## src/rtl/assert_macros.svh

```systemverilog
// Assertion helpers; clocked on clk, off while arst_n is low.
`ifndef ASSERT_MACROS_SVH
`define ASSERT_MACROS_SVH

`define ASSERT_IMPL(label, ante, cons, msg) \
	label: assert property (@(posedge clk) disable iff (!arst_n) (ante) |-> (cons)) \
		else $error(msg);

`define ASSERT_NEXT(label, ante, cons, msg) \
	label: assert property (@(posedge clk) disable iff (!arst_n) (ante) |=> (cons)) \
		else $error(msg);

`endif

```

## src/rtl/fav_pkg.sv

```systemverilog
`default_nettype none
package fav_pkg;

	localparam int COORD_BITS  = 24;
	localparam int MAX_CORNERS = 4;
	localparam int CIDX_W      = $clog2(MAX_CORNERS);
	localparam int CNT_W       = 3;
	localparam int DIFF_W      = COORD_BITS + 1;
	localparam int NORM_W      = 2 * COORD_BITS + 4;
	localparam int SPLIT_W     = NORM_W / 2;
	localparam int OPB_W       = SPLIT_W + 1;
	localparam int PROD_W      = DIFF_W + OPB_W;
	localparam int ACC_W       = DIFF_W + NORM_W + 3;

	localparam logic [1:0] KIND_CORNER = 2'd0;
	localparam logic [1:0] KIND_FACE   = 2'd1;
	localparam logic [1:0] KIND_CELL   = 2'd2;

	localparam logic [1:0] AX_X = 2'd0;
	localparam logic [1:0] AX_Y = 2'd1;
	localparam logic [1:0] AX_Z = 2'd2;

	typedef struct packed {
		logic [1:0]                    kind;
		logic signed [COORD_BITS-1:0]  coord_x;
		logic signed [COORD_BITS-1:0]  coord_y;
		logic signed [COORD_BITS-1:0]  coord_z;
		logic                          last;
	} item_t;

	typedef struct packed {
		logic signed [NORM_W-1:0] normal_x;
		logic signed [NORM_W-1:0] normal_y;
		logic signed [NORM_W-1:0] normal_z;
		logic                     flipped;
		logic                     bad_corner_count;
	} result_t;

	typedef struct packed {
		logic signed [COORD_BITS-1:0] x;
		logic signed [COORD_BITS-1:0] y;
		logic signed [COORD_BITS-1:0] z;
	} coord3_t;

	typedef enum logic [3:0] {
		ST_IDLE,
		ST_RD_A,
		ST_RD_B,
		ST_LD_B,
		ST_MUL,
		ST_ACC,
		ST_SAVE,
		ST_D_LD,
		ST_D_MUL,
		ST_D_ACC,
		ST_DONE
	} state_t;

	typedef struct packed {
		logic ld_a;
		logic ld_b;
		logic mul;
		logic acc_clr;
		logic acc_add;
		logic acc_shift;
		logic acc_neg;
	} mac_ctrl_t;

	typedef struct packed {
		logic [CIDX_W-1:0] ia;
		logic [CIDX_W-1:0] ja;
		logic [CIDX_W-1:0] ib;
		logic [CIDX_W-1:0] jb;
		logic [1:0]        ax_a;
		logic [1:0]        ax_b;
		logic              b_sub;
		logic              neg;
	} term_t;

	function automatic logic [1:0] next3(input logic [1:0] v);
		unique case (v)
			2'd0:    return 2'd1;
			2'd1:    return 2'd2;
			default: return 2'd0;
		endcase
	endfunction

	function automatic logic signed [COORD_BITS-1:0] pick_axis(input coord3_t p,
			input logic [1:0] ax);
		unique case (ax)
			AX_X:    return p.x;
			AX_Y:    return p.y;
			default: return p.z;
		endcase
	endfunction

	function automatic term_t term_sel(input logic quad, input logic [1:0] comp,
			input logic [1:0] term);
		logic [1:0] b;
		logic [1:0] e;
		term_t      t;
		b = next3(comp);
		e = next3(b);
		if (quad) begin
			t.ia    = CIDX_W'(3);
			t.ja    = CIDX_W'(1);
			t.ib    = CIDX_W'(2);
			t.jb    = CIDX_W'(0);
			t.ax_a  = term[0] ? e : b;
			t.ax_b  = term[0] ? b : e;
			t.b_sub = 1'b1;
			t.neg   = term[0];
		end else begin
			t.ia    = CIDX_W'(term);
			t.ja    = CIDX_W'(next3(term));
			t.ib    = CIDX_W'(term);
			t.jb    = CIDX_W'(next3(term));
			t.ax_a  = b;
			t.ax_b  = e;
			t.b_sub = 1'b0;
			t.neg   = 1'b0;
		end
		return t;
	endfunction

endpackage
`default_nettype wire

```

## src/rtl/fav_corner_mem.sv

```systemverilog
`default_nettype none
module fav_corner_mem
	import fav_pkg::*;
(
	input  wire logic              clk,
	input  wire logic              we,
	input  wire logic [CIDX_W-1:0] waddr,
	input  wire coord3_t           wdata,
	input  wire logic [CIDX_W-1:0] raddr0,
	input  wire logic [CIDX_W-1:0] raddr1,
	output coord3_t                rdata0,
	output coord3_t                rdata1
);

	coord3_t mem_q [MAX_CORNERS];
	coord3_t rd0_q;
	coord3_t rd1_q;

	always_ff @(posedge clk) begin
		if (we) begin
			mem_q[waddr] <= wdata;
		end
		rd0_q <= mem_q[raddr0];
		rd1_q <= mem_q[raddr1];
	end

	assign rdata0 = rd0_q;
	assign rdata1 = rd1_q;

endmodule
`default_nettype wire

```

## src/rtl/fav_mac.sv

```systemverilog
`default_nettype none
module fav_mac
	import fav_pkg::*;
(
	input  wire logic                     clk,
	input  wire mac_ctrl_t                ctrl,
	input  wire logic signed [DIFF_W-1:0] opa,
	input  wire logic signed [OPB_W-1:0]  opb,
	output logic signed [ACC_W-1:0]       acc
);

	logic signed [DIFF_W-1:0] op_a_q;
	logic signed [OPB_W-1:0]  op_b_q;
	logic signed [PROD_W-1:0] prod_q;
	logic signed [ACC_W-1:0]  acc_q;
	logic signed [ACC_W-1:0]  prod_ext;
	logic signed [ACC_W-1:0]  shifted;
	logic signed [ACC_W-1:0]  addend;

	always_comb begin
		prod_ext = ACC_W'(prod_q);
		shifted  = ctrl.acc_shift ? (prod_ext <<< SPLIT_W) : prod_ext;
		addend   = ctrl.acc_neg ? -shifted : shifted;
	end

	always_ff @(posedge clk) begin
		if (ctrl.ld_a) begin
			op_a_q <= opa;
		end
		if (ctrl.ld_b) begin
			op_b_q <= opb;
		end
		if (ctrl.mul) begin
			prod_q <= PROD_W'(op_a_q) * PROD_W'(op_b_q);
		end
		if (ctrl.acc_clr) begin
			acc_q <= '0;
		end else if (ctrl.acc_add) begin
			acc_q <= acc_q + addend;
		end
	end

	assign acc = acc_q;

endmodule
`default_nettype wire

```

## src/rtl/fav_seq.sv

```systemverilog
`default_nettype none
`include "assert_macros.svh"
module fav_seq
	import fav_pkg::*;
(
	input  wire logic                    clk,
	input  wire logic                    arst_n,
	input  wire logic                    start,
	input  wire logic                    quad_in,
	input  wire logic                    bad_in,
	input  wire logic                    slot_free,
	input  wire coord3_t                 face_ctr,
	input  wire coord3_t                 cell_ctr,
	input  wire coord3_t                 rdata0,
	input  wire coord3_t                 rdata1,
	input  wire logic signed [ACC_W-1:0] acc,
	output logic [CIDX_W-1:0]            raddr0,
	output logic [CIDX_W-1:0]            raddr1,
	output mac_ctrl_t                    ctrl,
	output logic signed [DIFF_W-1:0]     opa,
	output logic signed [OPB_W-1:0]      opb,
	output logic                         busy,
	output logic                         res_valid,
	output result_t                      res
);

	state_t                   state_q;
	state_t                   state_d;
	logic [1:0]               comp_q;
	logic [1:0]               term_q;
	logic                     quad_q;
	logic                     bad_q;
	logic signed [NORM_W-1:0] n_q [3];

	term_t                    sel;
	logic                     last_term;
	logic signed [DIFF_W-1:0] area_a;
	logic signed [DIFF_W-1:0] area_b;
	logic signed [DIFF_W-1:0] d_cur;
	logic signed [NORM_W-1:0] n_cur;
	logic signed [OPB_W-1:0]  dot_b;
	logic                     flip;

	always_comb begin
		sel       = term_sel(quad_q, comp_q, term_q);
		last_term = quad_q ? (term_q == 2'd1) : (term_q == 2'd2);
		area_a    = DIFF_W'(pick_axis(rdata0, sel.ax_a)) - DIFF_W'(pick_axis(rdata1, sel.ax_a));
		area_b    = sel.b_sub
			? DIFF_W'(pick_axis(rdata0, sel.ax_b)) - DIFF_W'(pick_axis(rdata1, sel.ax_b))
			: DIFF_W'(pick_axis(rdata0, sel.ax_b)) + DIFF_W'(pick_axis(rdata1, sel.ax_b));
		d_cur     = DIFF_W'(pick_axis(face_ctr, comp_q)) - DIFF_W'(pick_axis(cell_ctr, comp_q));
		unique case (comp_q)
			2'd1:    n_cur = n_q[1];
			2'd2:    n_cur = n_q[2];
			default: n_cur = n_q[0];
		endcase
		dot_b = term_q[0]
			? OPB_W'($signed(n_cur[NORM_W-1:SPLIT_W]))
			: $signed({1'b0, n_cur[SPLIT_W-1:0]});
		flip  = !bad_q && acc[ACC_W-1];
	end

	always_comb begin
		state_d = state_q;
		unique case (state_q)
			ST_IDLE: begin
				if (start) begin
					state_d = bad_in ? ST_DONE : ST_RD_A;
				end
			end
			ST_RD_A:  state_d = ST_RD_B;
			ST_RD_B:  state_d = ST_LD_B;
			ST_LD_B:  state_d = ST_MUL;
			ST_MUL:   state_d = ST_ACC;
			ST_ACC:   state_d = last_term ? ST_SAVE : ST_RD_A;
			ST_SAVE:  state_d = (comp_q == 2'd2) ? ST_D_LD : ST_RD_A;
			ST_D_LD:  state_d = ST_D_MUL;
			ST_D_MUL: state_d = ST_D_ACC;
			ST_D_ACC: state_d = (term_q[0] && comp_q == 2'd2) ? ST_DONE : ST_D_LD;
			ST_DONE: begin
				if (slot_free) begin
					state_d = ST_IDLE;
				end
			end
			default:  state_d = ST_IDLE;
		endcase
	end

	always_comb begin
		ctrl      = '0;
		res_valid = 1'b0;
		busy      = (state_q != ST_IDLE);
		raddr0    = (state_q == ST_RD_A) ? sel.ia : sel.ib;
		raddr1    = (state_q == ST_RD_A) ? sel.ja : sel.jb;
		opa       = (state_q == ST_D_LD) ? d_cur : area_a;
		opb       = (state_q == ST_D_LD) ? dot_b : OPB_W'(area_b);
		unique case (state_q)
			ST_IDLE:  ctrl.acc_clr = start;
			ST_RD_B:  ctrl.ld_a = 1'b1;
			ST_LD_B:  ctrl.ld_b = 1'b1;
			ST_MUL:   ctrl.mul = 1'b1;
			ST_ACC: begin
				ctrl.acc_add = 1'b1;
				ctrl.acc_neg = sel.neg;
			end
			ST_SAVE:  ctrl.acc_clr = 1'b1;
			ST_D_LD: begin
				ctrl.ld_a = 1'b1;
				ctrl.ld_b = 1'b1;
			end
			ST_D_MUL: ctrl.mul = 1'b1;
			ST_D_ACC: begin
				ctrl.acc_add   = 1'b1;
				ctrl.acc_shift = term_q[0];
			end
			ST_DONE:  res_valid = slot_free;
			default:  ctrl = '0;
		endcase
		res.normal_x         = bad_q ? '0 : (flip ? -n_q[0] : n_q[0]);
		res.normal_y         = bad_q ? '0 : (flip ? -n_q[1] : n_q[1]);
		res.normal_z         = bad_q ? '0 : (flip ? -n_q[2] : n_q[2]);
		res.flipped          = flip;
		res.bad_corner_count = bad_q;
	end

	always_ff @(posedge clk or negedge arst_n) begin
		if (!arst_n) begin
			state_q <= ST_IDLE;
			comp_q  <= '0;
			term_q  <= '0;
			quad_q  <= 1'b0;
			bad_q   <= 1'b0;
		end else begin
			state_q <= state_d;
			unique case (state_q)
				ST_IDLE: begin
					if (start) begin
						comp_q <= '0;
						term_q <= '0;
						quad_q <= quad_in;
						bad_q  <= bad_in;
					end
				end
				ST_ACC:   term_q <= last_term ? 2'd0 : term_q + 2'd1;
				ST_SAVE: begin
					comp_q <= next3(comp_q);
					term_q <= '0;
				end
				ST_D_ACC: begin
					if (term_q[0]) begin
						comp_q <= next3(comp_q);
						term_q <= '0;
					end else begin
						term_q <= 2'd1;
					end
				end
				default: begin
					comp_q <= comp_q;
				end
			endcase
		end
	end

	always_ff @(posedge clk) begin
		if (state_q == ST_SAVE) begin
			unique case (comp_q)
				2'd1:    n_q[1] <= acc[NORM_W-1:0];
				2'd2:    n_q[2] <= acc[NORM_W-1:0];
				default: n_q[0] <= acc[NORM_W-1:0];
			endcase
		end
	end

	`ASSERT_IMPL(a_start_idle, start, state_q == ST_IDLE, "face start while busy")
	`ASSERT_IMPL(a_quad_terms, (state_q != ST_IDLE) && quad_q, term_q != 2'd2, "quad term overrun")
	`ASSERT_NEXT(a_save_clears, state_q == ST_SAVE, acc == '0, "accumulator not cleared")

endmodule
`default_nettype wire

```

## src/rtl/face_area_vector_oriented_top.sv

```systemverilog
// Oriented face area vector. A face arrives as item transactions: its corners in order,
// then its face center, then its left cell center, the final one marked last. Items not
// marked last are taken one per cycle. After the last item ready drops while a single
// shared 25x27 multiply-accumulate unit works through the face: for a triangle an edge term per
// edge and component, each with corner reads from a two-port store, a multiply and an accumulate,
// plus a low and a high dot product partial product per component; for a quad a pair of diagonal
// cross product terms per component instead of edge terms; for a bad corner count no arithmetic
// at all. The result sits in an output register, so the next face's items are taken while it waits
// for the consumer; a face that finishes before that result is taken holds ready low until it is.
`default_nettype none
`include "assert_macros.svh"
module face_area_vector_oriented_top
	import fav_pkg::*;
(
	input  wire logic  clk,
	input  wire logic  arst_n,
	input  wire logic  item_valid,
	output logic       item_ready,
	input  wire item_t item,
	output logic       result_valid,
	input  wire logic  result_ready,
	output result_t    result
);

	logic [CNT_W-1:0]     count_q;
	logic [CNT_W-1:0]     cnt_inc;
	coord3_t              face_ctr_q;
	coord3_t              cell_ctr_q;
	coord3_t              coord_in;
	logic                 result_valid_q;
	result_t              result_q;

	logic                 accept;
	logic                 is_corner;
	logic                 mem_we;
	logic                 start;
	logic                 quad_in;
	logic                 bad_in;
	logic                 slot_free;
	logic                 vec_zero;
	logic                 busy;
	logic                 res_valid;
	result_t              res;
	logic [CIDX_W-1:0]    raddr0;
	logic [CIDX_W-1:0]    raddr1;
	coord3_t              rdata0;
	coord3_t              rdata1;
	mac_ctrl_t            ctrl;
	logic signed [DIFF_W-1:0] opa;
	logic signed [OPB_W-1:0]  opb;
	logic signed [ACC_W-1:0]  acc;

	always_comb begin
		item_ready = !busy;
		accept     = item_valid && item_ready;
		is_corner  = (item.kind == KIND_CORNER);
		coord_in.x = item.coord_x;
		coord_in.y = item.coord_y;
		coord_in.z = item.coord_z;
		cnt_inc    = (is_corner && count_q != '1) ? count_q + CNT_W'(1) : count_q;
		mem_we     = accept && is_corner && (count_q < CNT_W'(MAX_CORNERS));
		start      = accept && item.last;
		quad_in    = (cnt_inc == CNT_W'(4));
		bad_in     = !((cnt_inc == CNT_W'(3)) || (cnt_inc == CNT_W'(4)));
		slot_free  = !result_valid_q || result_ready;
		vec_zero   = (result.normal_x == '0) && (result.normal_y == '0)
			&& (result.normal_z == '0);
	end

	always_ff @(posedge clk or negedge arst_n) begin
		if (!arst_n) begin
			count_q        <= '0;
			face_ctr_q     <= '0;
			cell_ctr_q     <= '0;
			result_valid_q <= 1'b0;
		end else begin
			if (accept) begin
				count_q <= item.last ? '0 : cnt_inc;
				if (item.kind == KIND_FACE) begin
					face_ctr_q <= coord_in;
				end
				if (item.kind == KIND_CELL) begin
					cell_ctr_q <= coord_in;
				end
			end
			if (res_valid) begin
				result_valid_q <= 1'b1;
			end else if (result_ready) begin
				result_valid_q <= 1'b0;
			end
		end
	end

	always_ff @(posedge clk) begin
		if (res_valid) begin
			result_q <= res;
		end
	end

	assign result_valid = result_valid_q;
	assign result       = result_q;

	fav_corner_mem u_mem (
		.clk    (clk),
		.we     (mem_we),
		.waddr  (count_q[CIDX_W-1:0]),
		.wdata  (coord_in),
		.raddr0 (raddr0),
		.raddr1 (raddr1),
		.rdata0 (rdata0),
		.rdata1 (rdata1)
	);

	fav_mac u_mac (
		.clk  (clk),
		.ctrl (ctrl),
		.opa  (opa),
		.opb  (opb),
		.acc  (acc)
	);

	fav_seq u_seq (
		.clk       (clk),
		.arst_n    (arst_n),
		.start     (start),
		.quad_in   (quad_in),
		.bad_in    (bad_in),
		.slot_free (slot_free),
		.face_ctr  (face_ctr_q),
		.cell_ctr  (cell_ctr_q),
		.rdata0    (rdata0),
		.rdata1    (rdata1),
		.acc       (acc),
		.raddr0    (raddr0),
		.raddr1    (raddr1),
		.ctrl      (ctrl),
		.opa       (opa),
		.opb       (opb),
		.busy      (busy),
		.res_valid (res_valid),
		.res       (res)
	);

	`ASSERT_IMPL(a_bad_zero, result_valid && result.bad_corner_count, vec_zero && !result.flipped, "bad face with nonzero vector")
	`ASSERT_NEXT(a_count_clear, item_valid && item_ready && item.last, count_q == '0, "corner count not cleared")
	`ASSERT_IMPL(a_no_overwrite, res_valid, !result_valid || result_ready, "result overwritten")

endmodule
`default_nettype wire

```

## config.mk

```make
export PLATFORM = sky130hd
export DESIGN_NAME = face_area_vector_oriented_top
export DESIGN_NICKNAME = d
export VERILOG_FILES = /design/src/rtl/fav_pkg.sv /design/src/rtl/fav_corner_mem.sv /design/src/rtl/fav_mac.sv /design/src/rtl/fav_seq.sv /design/src/rtl/face_area_vector_oriented_top.sv
export VERILOG_INCLUDE_DIRS = /design/src /design/src/rtl
export SDC_FILE = /design/constraint.sdc
export NUM_CORES = 2
export LEC_CHECK = 0
export ABC_CLOCK_PERIOD_IN_PS = 9100
export BUFFER_PORTS_ARGS = -buffer_cell sky130_fd_sc_hd__buf_2
export CAP_MARGIN = 20
export CORE_UTILIZATION = 55
export DETAILED_ROUTE_END_ITERATION = 16
export GPL_ROUTABILITY_DRIVEN = 0
export PLACE_DENSITY_LB_ADDON = 0.3
export SLEW_MARGIN = 40
export SYNTH_ARGS = -nofsm -noshare
export SYNTH_HDL_FRONTEND = slang
export SYNTH_SLANG_ARGS = --single-unit
export TNS_END_PERCENT = 20
```

## constraint.sdc

```tcl
create_clock -name clk -period 9.1 [get_ports clk]
set_clock_uncertainty 0.05 [all_clocks]
set_input_delay 1.365 -clock clk [delete_from_list [all_inputs] [get_ports clk]]
set_output_delay 1.365 -clock clk [all_outputs]
set_load 0.05 [all_outputs]
```

==> flow_summary_export.csv <==
group,metric,value,unit
timing,fmax,120,MHz
drt,vias,58400,
placement,place_ws,851,ps
synth,yosysWarnings,0,
outcome,outcome,"finished clean",
drt,antenna_left,0,
die,die_x,381,µm
synth,synthFlopType,"edfxtp_1",
drt,drtIter0Drc,6441,
final_layout,area_growth,9.33,%
clocking,cts_buffers,111,
worst_setup_path,crit_required,9520,ps
worst_setup_path,cp-end-kind,"flop",
synth,synth_area_leaders,"edfxtp_1 27%, fa_1 18%, dfxtp_1 5.7%",
clocking,clock-sinks,1088,
die,io_pins,239,
worst_setup_path,crit_path_start,"u_mac.op_a_q[10]",
clocking,cts_htree_levels,3,
synth,synth_edf_count,706,
synth,synth.distinct_cells,81,
worst_setup_path,crit_end,"u_mac.prod_q[51]",
die,start_util,55.7,%
final_layout,final_common_cell,"inv_1",
global_route,grt_util_all_layers,31.5,%
timing,finalWorstSetupSlack,773,ps
worst_setup_path,cp.depth,25,
final_layout,drive_gt1_share,12.7,%
die,die-area,145000,µm²
global_route,antenna_found_initial,16,
clocking,post_cts.repair.setup_buffers,0,
worst_setup_path,critPathMaxStageDelay,720,ps
synth,syn_area_per_cell,10.8,µm²
synth,ys_seq_area_share,37.5,%
global_route,grt_pass1_wl,349,mm
timing,hold_viol,0,
drt,vias_per_cell,6.22,
worst_setup_path,reg2reg_to,"u_mac.prod_q[51]",
worst_setup_path,crit_type,"reg2reg",
synth,netlist.area_leader.share,26.8,%
clocking,cts_hold_buf,0,
flow_run,maxCapViolCount,0,
synth,synth-seq-cells,1088,
worst_setup_path,cp.arrival,8750,ps
synth,syn-cell-area,79100,µm²
drt,firstDrtPassIters,9,
drt,detail_route.wl_per_cell,24.2,µm
global_route,grt_pass1_vias,58600,
clocking,cts_tree,"yes",
timing,period_minus_slack,8330,ps
worst_setup_path,worst_r2r_path_depth,25,
synth,synth_area_leader_cell,"edfxtp_1",
worst_setup_path,cpMostUsedCell,"fa_1",
timing,fin_setup_tns,0,ps
die,core,142000,µm²
die,row_count,138,
global_route,grt_max_degree,85,
worst_setup_path,r2r_start,"u_mac.op_a_q[10]",
drt,routed_wirelength,228,mm
clocking,clk_latency,790,ps
clocking,cts-root-buf,"clkbuf_16",
die,die_y,381,µm
synth,postSynth.asyncResetShare,14.5,%
drt,drc,0,
worst_setup_path,crit_buf_inv,5,
clocking,cts_resized,0,
worst_setup_path,cp-start-kind,"flop",
placement,portBuffers,238,
min_path,hp-class,"reg2reg",
worst_setup_path,path_max_fanout,21,
worst_setup_path,crit_slowest_cell,"edfxtp_1",
global_route,grt-ovfl-total,0,
timing,rsz0062_at_grt,"false",
synth,syn_nets,8412,
timing,min_period_over_period,91.5,%
worst_setup_path,critical_path.top_delay_family,"adder cells",
timing,worstMarginPinSlew,912,ps
final_layout,final_net_count,8515,
timing,slew_headroom,38.6,%
synth,synthCells,7310,
timing,drv_slew,0,
placement,dp_hpwl,172,mm
worst_setup_path,reg2reg_slack,770,ps
timing,setup_viol,0,
clocking,cts_buffer_depth,3,
clocking,cts.clk_slew.worst_paths,60,ps
final_layout,most-common-layout-cells,"747 x inv_1, 707 x nand2_1, 707 x fa_1, 706 x edfxtp_1, 464 x nor2_1",
stage by stage:
stage	hold slack, ps	cells	area, µm²	util, %
after floorplan	373	7310	79100	-
after global placement	393	9162	82100	57.8
after detailed placement	402	9178	82400	58.0
after CTS	411	9387	86300	60.7
after global routing	431	9399	86500	60.8
final	411	9401	86500	60.8
logic make-up after synthesis:
family | synth area share (%)
adders and majority gates | 22.9
muxes | 6.89
and+or+nand+nor | 12.2
AOI/OAI and AO/OA | 10.7
xor gates and xnor gates | 4.42
DFF | 37.5
buffers and inverters | 5.40
layout make-up:
cell class / count / area [µm²]
Fill cell: 11300 / 55600
Multi-Input combinational cell: 5094 / 45400
Sequential cell: 1088 / 29600
Clock buffer: 146 / 3080
Inverter: 749 / 2810
Timing Repair Buffer: 369 / 2370
Tap cell: 1890 / 2360
Clock inverter: 63 / 769
Antenna cell: 2 / 5.00
cell usage after synthesis (all sizes together), types with 224 or more instances:
cell / number
nor2: 471
a21oi: 367
and2: 349
fa: 708
xor2: 235
ha: 315
edfxtp: 706
o21ai: 310
inv: 747
nand2: 708
dfxtp: 224
clkbuf: 317
tightest hold or removal path: cells and delay by family, from the launching register on:
kind / cells / cell delay (ps)
compound gates: 1 / 50
flops: 1 / 310
simple gates: 1 / 50
metal layers:
layer | wire length (µm) | vias to the layer above | GRT usage, % | share of wire [%]
met2 | 104000 | 3142 | 48.6 | 46
li1 | - | 25400 | - | -
met3 | 24300 | 530 | 7.31 | 11
met5 | 152 | - | 0 | 0.067
met1 | 88100 | 29400 | 42.5 | 39
met4 | 10900 | 22 | 14.0 | 4.8
sequential cells by signal, indices dropped and copies added (netlist names):
name	count
u_mac.prod_q	52
u_seq.term_q	2
u_seq.comp_q	2
u_mem.mem_q	288
u_mem.rdata0	72
u_mac.op_b_q	27
u_mem.rdata1	72
cell_ctr_q	72
u_seq.bad_q	1
face_ctr_q	72
result	158
u_mac.op_a_q	25
u_seq.n_q	156
result_valid	1
u_mac.acc	80
u_seq.quad_q	1
u_seq.state_q	4
count_q	3
how the worst min path moves through the flow:
| stage | from | endpoint | slack [ps] | cells past startpoint |
|---|---|---|---|---|
| 6_report | u_mac.acc[54] | u_mac.acc[54] | 410 | 2 |
| 5_1_grt | u_mac.acc[54] | u_mac.acc[54] | 430 | 2 |
| 4_1_cts | u_mac.acc[54] | u_mac.acc[54] | 410 | 2 |
| 3_5_place_dp | u_mac.acc[69] | u_mac.acc[69] | 400 | 2 |
| 3_3_place_gp | u_mac.acc[69] | u_mac.acc[69] | 390 | 2 |
| 2_1_floorplan | u_seq.bad_q | result[0] | 370 | 0 |
Power is not shown: default switching activity piles up to over one toggle a cycle in this logic, so the estimate is an artifact.
